===== config.mk =====
export PLATFORM = sky130hd
export DESIGN_NAME = nonpreemptive_priority_scheduler_core
export DESIGN_NICKNAME = d
export VERILOG_FILES = /design/src/rtl/nps_pkg.sv /design/src/rtl/nonpreemptive_priority_scheduler_core.sv /design/src/rtl/nps_cmp.sv /design/src/rtl/nps_store.sv
export SDC_FILE = /design/constraint.sdc
export NUM_CORES = 2
export LEC_CHECK = 0
export ABC_AREA = 1
export BUFFER_PORTS_ARGS = -buffer_cell sky130_fd_sc_hd__clkbuf_2
export CAP_MARGIN = 20
export CORE_UTILIZATION = 69
export CTS_BUF_LIST = sky130_fd_sc_hd__clkbuf_4 sky130_fd_sc_hd__clkbuf_8
export CTS_CLUSTER_DIAMETER = 40
export DETAILED_ROUTE_END_ITERATION = 6
export GPL_ROUTABILITY_DRIVEN = 0
export PLACE_DENSITY = 0.84
export SLEW_MARGIN = 20
export SYNTH_ARGS = -nofsm -noshare
export SYNTH_HDL_FRONTEND = slang
export SYNTH_SLANG_ARGS = --single-unit
export TNS_END_PERCENT = 1

===== constraint.sdc =====
create_clock -name i_clk -period 26.3 [get_ports i_clk]
set_clock_uncertainty 0.05 [all_clocks]
set_input_delay 7.89 -clock i_clk [delete_from_list [all_inputs] [get_ports i_clk]]
set_output_delay 7.89 -clock i_clk [all_outputs]
set_load 0.005 [all_outputs]

===== src/rtl/nps_pkg.sv =====
// Shared types and codes for the nonpreemptive priority scheduler.
// Used by nps_cmp, nps_store and nonpreemptive_priority_scheduler_core.
package nps_pkg;

    localparam int QUEUE_DEPTH_DEF = 16;
    localparam int TIME_BITS_DEF   = 32;

    // Input word function codes.
    localparam logic FUNC_ADD  = 1'b0;
    localparam logic FUNC_TICK = 1'b1;

    // Result kind codes.
    localparam logic [2:0] KIND_ADD_OK   = 3'd0;
    localparam logic [2:0] KIND_ADD_DROP = 3'd1;
    localparam logic [2:0] KIND_IDLE     = 3'd2;
    localparam logic [2:0] KIND_RAN      = 3'd3;
    localparam logic [2:0] KIND_DONE     = 3'd4;

    // One entry of the ready store.
    typedef struct packed {
        logic [7:0]  ident;
        logic [7:0]  prio;
        logic [15:0] work;
        logic [31:0] arrival;
        logic [15:0] order;
    } t_entry;

    // Candidate entry presented to the compare unit.
    typedef struct packed {
        logic        valid;
        logic [7:0]  prio;
        logic [15:0] order;
    } t_cand;

    // Best entry found so far in a scan.
    typedef struct packed {
        logic        have;
        logic [7:0]  prio;
        logic [15:0] age;
    } t_best;

endpackage


===== src/rtl/nonpreemptive_priority_scheduler_core.sv =====
// Nonpreemptive priority scheduler. A word is taken when start is high and busy is low;
// each word gives exactly one result, shown for one cycle with o_strobe, which the
// receiver cannot stall. An add scans the valid bits one slot per cycle for the lowest
// free slot, and strobes when it writes one or finds the last slot taken. A tick
// with a job already running goes straight to its run step; a tick that must pick a
// job walks the ready store through its single read port and the shared compare unit,
// one entry per cycle, then runs the chosen job, or is reported idle when the store
// is empty. busy falls in the strobe cycle, so the next word may be taken then.
// Depends on nps_pkg, nps_cmp and nps_store.
module nonpreemptive_priority_scheduler_core #(
    parameter int QUEUE_DEPTH = nps_pkg::QUEUE_DEPTH_DEF,
    parameter int TIME_BITS   = nps_pkg::TIME_BITS_DEF
) (
    input  logic               i_clk,
    input  logic               i_rst_n,
    input  logic               start,
    output logic               busy,
    input  logic               i_func,
    input  logic [7:0]         i_job_id,
    input  logic [15:0]        i_burst,
    input  logic [7:0]         i_priority_req,
    input  logic [31:0]        i_arrival_time,
    output logic               o_strobe,
    output logic [2:0]         o_kind,
    output logic [7:0]         o_job_id_res,
    output logic [31:0]        o_start_time,
    output logic [31:0]        o_finish_time,
    output logic signed [32:0] o_response_time,
    output logic [31:0]        o_time_now
);
    import nps_pkg::*;

    localparam int IW = (QUEUE_DEPTH > 1) ? $clog2(QUEUE_DEPTH) : 1;
    localparam logic [IW-1:0] LAST_IDX = IW'(QUEUE_DEPTH - 1);
    localparam int XW = (TIME_BITS > 33) ? TIME_BITS : 33;

    localparam logic [1:0] S_IDLE = 2'd0;
    localparam logic [1:0] S_ADD  = 2'd1;
    localparam logic [1:0] S_PICK = 2'd2;
    localparam logic [1:0] S_RUN  = 2'd3;

    logic [1:0]             r_state, n_state;
    logic [IW-1:0]          r_idx, n_idx;
    logic                   r_issue, n_issue;
    logic                   r_cmp_go, n_cmp_go;
    logic                   r_cmp_last, n_cmp_last;
    logic                   r_cmp_vld, n_cmp_vld;
    logic [IW-1:0]          r_cmp_idx, n_cmp_idx;
    logic                   r_have, n_have;
    logic [IW-1:0]          r_best_idx, n_best_idx;
    t_entry                 r_best, n_best;
    logic [15:0]            r_best_age, n_best_age;
    logic [QUEUE_DEPTH-1:0] r_valid, n_valid;
    logic [15:0]            r_seq, n_seq;
    logic                   r_run_valid, n_run_valid;
    logic [7:0]             r_run_id, n_run_id;
    logic [15:0]            r_run_left, n_run_left;
    logic [31:0]            r_run_arr, n_run_arr;
    logic [TIME_BITS-1:0]   r_run_start, n_run_start;
    logic [TIME_BITS-1:0]   r_clock, n_clock;
    logic [TIME_BITS-1:0]   r_now, n_now;
    logic [7:0]             r_in_id, n_in_id;
    logic [15:0]            r_in_burst, n_in_burst;
    logic [7:0]             r_in_prio, n_in_prio;
    logic [31:0]            r_in_arr, n_in_arr;
    logic                   r_strobe, n_strobe;
    logic [2:0]             r_kind, n_kind;
    logic [7:0]             r_jid, n_jid;
    logic [31:0]            r_st, n_st;
    logic [31:0]            r_fin, n_fin;
    logic [32:0]            r_resp, n_resp;
    logic [31:0]            r_tnow, n_tnow;

    logic        mem_we;
    t_entry      mem_wdata;
    t_entry      mem_rdata;
    t_cand       cmp_cand;
    t_best       cmp_best;
    logic [15:0] cmp_age;
    logic        cmp_better;
    logic [XW-1:0] now_x;
    logic [XW-1:0] clk_x;
    logic [XW-1:0] start_x;
    logic [32:0]   resp_calc;

    nps_store #(
        .DEPTH (QUEUE_DEPTH),
        .IW    (IW)
    ) u_store (
        .i_clk   (i_clk),
        .i_we    (mem_we),
        .i_waddr (r_idx),
        .i_wdata (mem_wdata),
        .i_raddr (r_idx),
        .o_rdata (mem_rdata)
    );

    assign cmp_cand = '{valid: r_cmp_vld, prio: mem_rdata.prio, order: mem_rdata.order};
    assign cmp_best = '{have: r_have, prio: r_best.prio, age: r_best_age};

    nps_cmp u_cmp (
        .i_seq    (r_seq),
        .i_cand   (cmp_cand),
        .i_best   (cmp_best),
        .o_age    (cmp_age),
        .o_better (cmp_better)
    );

    assign mem_wdata = '{ident: r_in_id, prio: r_in_prio, work: r_in_burst,
                         arrival: r_in_arr, order: r_seq};

    assign now_x     = XW'(r_now);
    assign clk_x     = XW'(r_clock);
    assign start_x   = XW'(r_run_start);
    assign resp_calc = start_x[32:0] - {1'b0, r_run_arr};

    always_comb begin
        n_state     = r_state;
        n_idx       = r_idx;
        n_issue     = r_issue;
        n_cmp_go    = 1'b0;
        n_cmp_last  = r_cmp_last;
        n_cmp_vld   = r_cmp_vld;
        n_cmp_idx   = r_cmp_idx;
        n_have      = r_have;
        n_best_idx  = r_best_idx;
        n_best      = r_best;
        n_best_age  = r_best_age;
        n_valid     = r_valid;
        n_seq       = r_seq;
        n_run_valid = r_run_valid;
        n_run_id    = r_run_id;
        n_run_left  = r_run_left;
        n_run_arr   = r_run_arr;
        n_run_start = r_run_start;
        n_clock     = r_clock;
        n_now       = r_now;
        n_in_id     = r_in_id;
        n_in_burst  = r_in_burst;
        n_in_prio   = r_in_prio;
        n_in_arr    = r_in_arr;
        n_strobe    = 1'b0;
        n_kind      = r_kind;
        n_jid       = r_jid;
        n_st        = r_st;
        n_fin       = r_fin;
        n_resp      = r_resp;
        n_tnow      = r_tnow;
        mem_we      = 1'b0;

        unique case (r_state)
            S_IDLE: begin
                if (start) begin
                    n_in_id    = i_job_id;
                    n_in_burst = i_burst;
                    n_in_prio  = i_priority_req;
                    n_in_arr   = i_arrival_time;
                    n_now      = r_clock;
                    n_idx      = '0;
                    if (i_func == FUNC_ADD) begin
                        n_state = S_ADD;
                    end else begin
                        n_clock = r_clock + 1'b1;
                        if (r_run_valid) begin
                            n_state = S_RUN;
                        end else begin
                            n_state = S_PICK;
                            n_issue = 1'b1;
                            n_have  = 1'b0;
                        end
                    end
                end
            end
            S_ADD: begin
                n_jid  = r_in_id;
                n_st   = '0;
                n_fin  = '0;
                n_resp = '0;
                n_tnow = now_x[31:0];
                if (!r_valid[r_idx]) begin
                    mem_we         = 1'b1;
                    n_valid[r_idx] = 1'b1;
                    n_seq          = r_seq + 1'b1;
                    n_strobe       = 1'b1;
                    n_kind         = KIND_ADD_OK;
                    n_state        = S_IDLE;
                end else if (r_idx == LAST_IDX) begin
                    n_strobe = 1'b1;
                    n_kind   = KIND_ADD_DROP;
                    n_state  = S_IDLE;
                end else begin
                    n_idx = r_idx + 1'b1;
                end
            end
            S_PICK: begin
                // The read issued for one slot is compared in the following cycle.
                n_cmp_go   = r_issue;
                n_cmp_idx  = r_idx;
                n_cmp_vld  = r_valid[r_idx];
                n_cmp_last = (r_idx == LAST_IDX);
                if (r_issue) begin
                    if (r_idx == LAST_IDX) begin
                        n_issue = 1'b0;
                    end else begin
                        n_idx = r_idx + 1'b1;
                    end
                end
                if (r_cmp_go && cmp_better) begin
                    n_have     = 1'b1;
                    n_best     = mem_rdata;
                    n_best_age = cmp_age;
                    n_best_idx = r_cmp_idx;
                end
                if (r_cmp_go && r_cmp_last) begin
                    if (!n_have) begin
                        n_strobe = 1'b1;
                        n_kind   = KIND_IDLE;
                        n_jid    = '0;
                        n_st     = '0;
                        n_fin    = '0;
                        n_resp   = '0;
                        n_tnow   = now_x[31:0];
                        n_state  = S_IDLE;
                    end else begin
                        n_valid[n_best_idx] = 1'b0;
                        n_run_valid = 1'b1;
                        n_run_id    = n_best.ident;
                        n_run_left  = n_best.work;
                        n_run_arr   = n_best.arrival;
                        n_run_start = r_now;
                        n_state     = S_RUN;
                    end
                end
            end
            S_RUN: begin
                n_strobe = 1'b1;
                n_jid    = r_run_id;
                n_st     = start_x[31:0];
                n_resp   = resp_calc;
                n_tnow   = now_x[31:0];
                n_state  = S_IDLE;
                if (r_run_left > 16'd1) begin
                    n_run_left = r_run_left - 1'b1;
                    n_kind     = KIND_RAN;
                    n_fin      = '0;
                end else begin
                    // A zero burst also finishes after its single tick.
                    n_run_left  = '0;
                    n_run_valid = 1'b0;
                    n_kind      = KIND_DONE;
                    n_fin       = clk_x[31:0];
                end
            end
            default: begin
                n_state = S_IDLE;
            end
        endcase
    end

    always_ff @(posedge i_clk) begin
        if (!i_rst_n) begin
            r_state     <= S_IDLE;
            r_idx       <= '0;
            r_issue     <= 1'b0;
            r_cmp_go    <= 1'b0;
            r_cmp_last  <= 1'b0;
            r_cmp_vld   <= 1'b0;
            r_have      <= 1'b0;
            r_valid     <= '0;
            r_seq       <= '0;
            r_run_valid <= 1'b0;
            r_run_id    <= '0;
            r_run_left  <= '0;
            r_run_arr   <= '0;
            r_run_start <= '0;
            r_clock     <= '0;
            r_strobe    <= 1'b0;
        end else begin
            r_state     <= n_state;
            r_idx       <= n_idx;
            r_issue     <= n_issue;
            r_cmp_go    <= n_cmp_go;
            r_cmp_last  <= n_cmp_last;
            r_cmp_vld   <= n_cmp_vld;
            r_have      <= n_have;
            r_valid     <= n_valid;
            r_seq       <= n_seq;
            r_run_valid <= n_run_valid;
            r_run_id    <= n_run_id;
            r_run_left  <= n_run_left;
            r_run_arr   <= n_run_arr;
            r_run_start <= n_run_start;
            r_clock     <= n_clock;
            r_strobe    <= n_strobe;
        end
    end

    always_ff @(posedge i_clk) begin
        r_cmp_idx  <= n_cmp_idx;
        r_best_idx <= n_best_idx;
        r_best     <= n_best;
        r_best_age <= n_best_age;
        r_now      <= n_now;
        r_in_id    <= n_in_id;
        r_in_burst <= n_in_burst;
        r_in_prio  <= n_in_prio;
        r_in_arr   <= n_in_arr;
        r_kind     <= n_kind;
        r_jid      <= n_jid;
        r_st       <= n_st;
        r_fin      <= n_fin;
        r_resp     <= n_resp;
        r_tnow     <= n_tnow;
    end

    assign busy            = (r_state != S_IDLE);
    assign o_strobe        = r_strobe;
    assign o_kind          = r_kind;
    assign o_job_id_res    = r_jid;
    assign o_start_time    = r_st;
    assign o_finish_time   = r_fin;
    assign o_response_time = signed'(r_resp);
    assign o_time_now      = r_tnow;

`ifndef ASSERT_OFF
    a_strobe_after_busy: assert property (@(posedge i_clk) disable iff (!i_rst_n)
        o_strobe |-> $past(busy))
        else $error("result strobe without a word in progress");

    a_done_clears_run: assert property (@(posedge i_clk) disable iff (!i_rst_n)
        (o_strobe && (o_kind == KIND_DONE)) |-> !r_run_valid)
        else $error("finished job still marked as running");

    a_idle_store_empty: assert property (@(posedge i_clk) disable iff (!i_rst_n)
        (o_strobe && (o_kind == KIND_IDLE)) |-> (r_valid == '0) && !r_run_valid)
        else $error("idle tick reported while work was pending");

    a_drop_store_full: assert property (@(posedge i_clk) disable iff (!i_rst_n)
        (o_strobe && (o_kind == KIND_ADD_DROP)) |-> (&r_valid))
        else $error("add dropped while the ready store had a free slot");
`endif

endmodule


===== src/rtl/nps_cmp.sv =====
// Shared compare unit: decides whether a scanned ready entry beats the best so far.
// Depends on nps_pkg for the candidate and best structs.
module nps_cmp (
    input  logic [15:0]    i_seq,
    input  nps_pkg::t_cand i_cand,
    input  nps_pkg::t_best i_best,
    output logic [15:0]    o_age,
    output logic           o_better
);
    import nps_pkg::*;

    // Age is how many successful adds, this entry's own included, have been stored since it was stamped.
    assign o_age = i_seq - i_cand.order;

    assign o_better = i_cand.valid &&
                      (!i_best.have || (i_cand.prio < i_best.prio) ||
                       ((i_cand.prio == i_best.prio) && (o_age > i_best.age)));

endmodule


===== src/rtl/nps_store.sv =====
// Ready store memory: one write port and one registered read port.
// Depends on nps_pkg for the entry type.
module nps_store #(
    parameter int DEPTH = nps_pkg::QUEUE_DEPTH_DEF,
    parameter int IW    = 4
) (
    input  logic            i_clk,
    input  logic            i_we,
    input  logic [IW-1:0]   i_waddr,
    input  nps_pkg::t_entry i_wdata,
    input  logic [IW-1:0]   i_raddr,
    output nps_pkg::t_entry o_rdata
);
    import nps_pkg::*;

    t_entry r_mem [DEPTH];
    t_entry r_rdata;

    always_ff @(posedge i_clk) begin
        if (i_we) begin
            r_mem[i_waddr] <= i_wdata;
        end
        r_rdata <= r_mem[i_raddr];
    end

    assign o_rdata = r_rdata;

endmodule

==> impl_summary.md <==
Status
The flow ran to the end, and the final reports show no timing, DRC or antenna violations.

Detailed routing
Using the TritonRoute via totals, the vias-per-cell ratio works out to 6.42. After the first detailed-routing iteration, the DRC count stood at roughly 8k. The post-detailed-routing wire length is 189000 um.

The number of remaining DRC errors is 0. The number of iterations in the first detailed-routing pass is 6. Detailed routing inserted a total of approximately 50k vias. The final routed wire length divided by cell count is 23.9 um.

The count of nets left with antenna violations once routing finished came out at 0.

Global routing
The met2 demand-to-capacity share in global routing is 54.4%. In the global route stage, met1 resource usage came out at a little under half. The number of antenna violations at the first check in global routing is 7. The via count of the first global-routing pass is just under 50k.

The layer flagged by global routing as most heavily used is met2. The sum of overflow across all layers after global routing is 0. Global routing used under 10% of the available met3 tracks. The first-pass GRT wire length is 280000 um. The maximum number of pins on one net before global-route repair is ~280. The total global routing track utilization is 34.9%.

Hold path
Counting instances, the worst hold path has a depth of 0. The worst hold path begins at r_now[28]. The type of the most critical hold path is reg -> reg. The endpoint of the worst hold path is o_time_now[28].

Critical path
The worst setup path is captured at an output pin. The worst register-to-register path has a depth of 27. Together, buffers and inverters on the worst path number 3. STA classifies the critical path startpoint as a flop. The critical path start-end classification is reg -> out.

The origin of the critical flop-to-flop path is r_seq[0]. The endpoint identified for the worst register-to-register timing path is r_run_arr[7]. The reg-to-reg setup timing slack is approximately 20 ns. The data arrival time of the worst path is 2.08 ns.

The cell with the biggest individual delay on the critical path is sky130_fd_sc_hd__dfxtp_1. The maximum cell stage delay along the critical path is about 0.4 ns. On the critical path the largest part of the delay comes from buffers and inverters.

The worst path required time is around 18 ns. The critical path's most frequent cell is sky130_fd_sc_hd__inv_1. Walking the worst path, the cells encountered are inv_1 > ha_1 > inv_1 > clkbuf_2. The critical path starts at r_state[0]. The highest net fanout along the worst path is 6.

Layout
The fraction of layout instances using a drive strength above 1 is about 13%. Summing all non-filler instances in the final layout gives an area of between 0.08 and 0.09 mm2. The net count reported at finish is between 6k and 7k. The total of fill cells in the finished design is 5719.

From synthesis to final layout, the design area changed by 11.0%.

Logic synthesis
The dominant combinational cell family by area after synthesis is simple AND/OR/NAND/NOR gates. The portion of synthesized cell area occupied by the leading cell type is approximately 66%. Of all cell types, the one taking the most synthesized area is sky130_fd_sc_hd__edfxtp_1. The area fraction in and, or, nand and nor cells after synthesis is a little under an eighth. The xor and xnor area share after synthesis is 0.409%.

The cell with the most instances after synthesis is sky130_fd_sc_hd__edfxtp_1. The number of cells produced by synthesis is approximately 6k. Synthesis produced a netlist with a net count of 6193.

The synthesized design contains roughly 1.8k register bits. The count of different cell masters after synthesis is 51. After synthesis, the most frequently instantiated cells are 1604 x sky130_fd_sc_hd__edfxtp_1, 902 x sky130_fd_sc_hd__nor2_1, 869 x sky130_fd_sc_hd__nand2_1, 773 x sky130_fd_sc_hd__o21ai_0, 320 x sky130_fd_sc_hd__o22ai_1. After synthesis, flip-flops and latches occupy around 73% of the total area.

Ranked by total cell area, the synthesized netlist is headed by sky130_fd_sc_hd__edfxtp_1 66%, sky130_fd_sc_hd__dfxtp_1 6.7%, sky130_fd_sc_hd__o21ai_0 5.3%. The average instance in the mapped netlist occupies 12.1 um2. Counting flops with an async set or reset pin after synthesis yields a share of 0%. The area fraction in compound gates after synthesis is around a tenth. In this run the cell area of the synthesized design comes to roughly 0.073 mm2. After Yosys synthesis, full adders, half adders and majority gates account for 1.50% of the synthesized area.

The leading register cell type out of synthesis is sky130_fd_sc_hd__edfxtp_1. The portion of netlist area occupied by mux cells is 0%. In this run, synthesis inferred about 1.6k flip-flops with an integrated enable.

The Yosys step of the flow raised 0 warnings.

Die
The initial cell density of the core is between 60 and 70%. The placeable core region is ~0.10 mm2. Row generation in the floorplan step produced about 120 rows. The floorplan die height is ~330 um. 210 I/O pins were placed. The die footprint is ~0.11 mm2.

The die is between 300 and 400 um wide.

STA
Summed over all failing endpoints, the final setup total negative slack is 0 ns. The final hold violation count is 0. Setup repair after global routing left no endpoint under its margin. The highest clock rate is 99.8 MHz.

The worst pin sits at a relative slew slack of between 20 and 25%. The final worst hold slack is between 0.3 and 0.4 ns. After layout, the worst path uses 38.1% of the clock period. Setup violations remaining at the end of the flow were counted as 0.

The measured slew at the worst slew-check pin is 1.16 ns. The max-slew violation count is 0. After layout, the minimum clock period comes to between 10 and 15 ns.

CTS
The library cell used as clock root buffer is sky130_fd_sc_hd__clkbuf_8. The CTS sink count is around 1.8k. Clock-pin slew was measured on the worst setup and hold paths at about 0.070 ns.

The number of buffers inserted during clock tree synthesis is 295. In this run the number of H-tree levels came out at 5. Counting along the longest clock path gives a buffer depth of 4. The later pin in the worst-skew pair is clocked with a latency of slightly below 1 ns.

TritonCTS built the clock tree. The post-CTS resize count is 0. The setup fix buffers added after clock tree synthesis is 0. In this run, post-CTS hold repair placed 0 buffers.

Pwr
In this run the power density over the cells is ~100 mW/mm2. The total leakage power is around 0.029 uW. IR analysis of the VDD net gives a maximum drop of around 0.11 mV.

The final total power is 8250 uW.

Flow run
Across the run, the number of max-cap violations was 0.

Place
The placed wire-length estimate after detailed placement is approximately 98000 um. The number of buffer cells added on primary ports is 209. The cell area after placement is about 0.075 mm2.
## metrics by stage
step / worst slack (ns) / utilization [%] / instances
3_3_place_gp: 16.02 / 72.0 / 7372
5_1_grt: 16.15 / 77.6 / 7892
4_1_cts: 16.24 / 77.6 / 7888
2_1_floorplan: 14.14 / - / 6039
6_report: 16.28 / 77.6 / 7893
3_5_place_dp: 15.91 / 72.0 / 7372
## layout make-up
class	instances	area, um2	area share [%]
Timing Repair Buffer	276	1620	2.01
Tap cell	1380	1730	2.14
Sequential cell	1849	53100	65.7
Antenna cell	3	7.51	0.00929
Inverter	329	1260	1.55
Multi-Input combinational cell	3540	17300	21.4
Clock inverter	101	714	0.884
Clock buffer	415	5090	6.29
## power by group
group	internal (uW)	switching, uW	total [uW]
Combinational	569	1380	1950
Clock	1340	1090	2430
Sequential	3620	254	3870
Total	5530	2730	8250
## kinds of logic (layout without fill, tap and decap cells)
| kind of cell | Yosys count | after routing |
|---|---|---|
| flops | 1849 | 1849 |
| other cells | 0 | 3 |
| xor+xnor | 34 | 34 |
| compound gates | 1324 | 1324 |
| fa+ha+maj | 86 | 86 |
| buf+inv | 650 | 1121 |
| simple gates | 2096 | 2096 |
## placed cells by master, fill, tap and decap left out, drive strengths merged, types with 7 or more instances in the layout
cell | Yosys | final
o21ai | 778 | 778
a21o | 11 | 11
or2 | 7 | 7
a211oi | 7 | 7
and2 | 17 | 17
nand3b | 10 | 10
clkinvlp | 0 | 7
bufinv | 0 | 9
nand3 | 112 | 112
nor4 | 12 | 12
clkbuf | 260 | 624
ha | 84 | 84
nor2 | 911 | 911
nand2 | 881 | 881
o22ai | 320 | 320
edfxtp | 1604 | 1604
nand4 | 105 | 105
xor2 | 30 | 30
o211ai | 8 | 8
inv | 326 | 334
dfxtp | 245 | 245
clkinv | 3 | 80
buf | 61 | 67
a21oi | 178 | 178
nor3 | 34 | 34
## registers in the layout, summed over array words and instances, names as in the netlist, 16 cells and up
| register | flops |
|---|---|
| u_store.r_mem | 1280 |
| u_store.o_rdata | 80 |
| r_best | 56 |
| o_response_time | 33 |
| o_finish_time | 32 |
| o_start_time | 32 |
| o_time_now | 32 |
| r_clock | 32 |
| r_in_arr | 32 |
| r_now | 32 |
| r_run_arr | 32 |
| r_run_start | 32 |
| r_best_age | 16 |
| r_in_burst | 16 |
| r_run_left | 16 |
| r_seq | 16 |
| r_valid | 16 |
## worst max path at each step
stage / slack, ns / endpoint / depth (start not counted)
floorplan: 14.14 / o_kind[0] / 7
global placement: 16.02 / r_clock[21] / 13
detailed placement: 15.91 / r_clock[29] / 14
CTS: 16.24 / busy / 4
global route: 16.15 / busy / 4
finish: 16.28 / busy / 4
## metal layers
layer,wire length [um],up-vias
li1,-,22100
met1,65200,23900
met2,87800,4018
met3,24500,722
met4,11000,4
met5,27,-
Power figures use the tool's default switching activity.
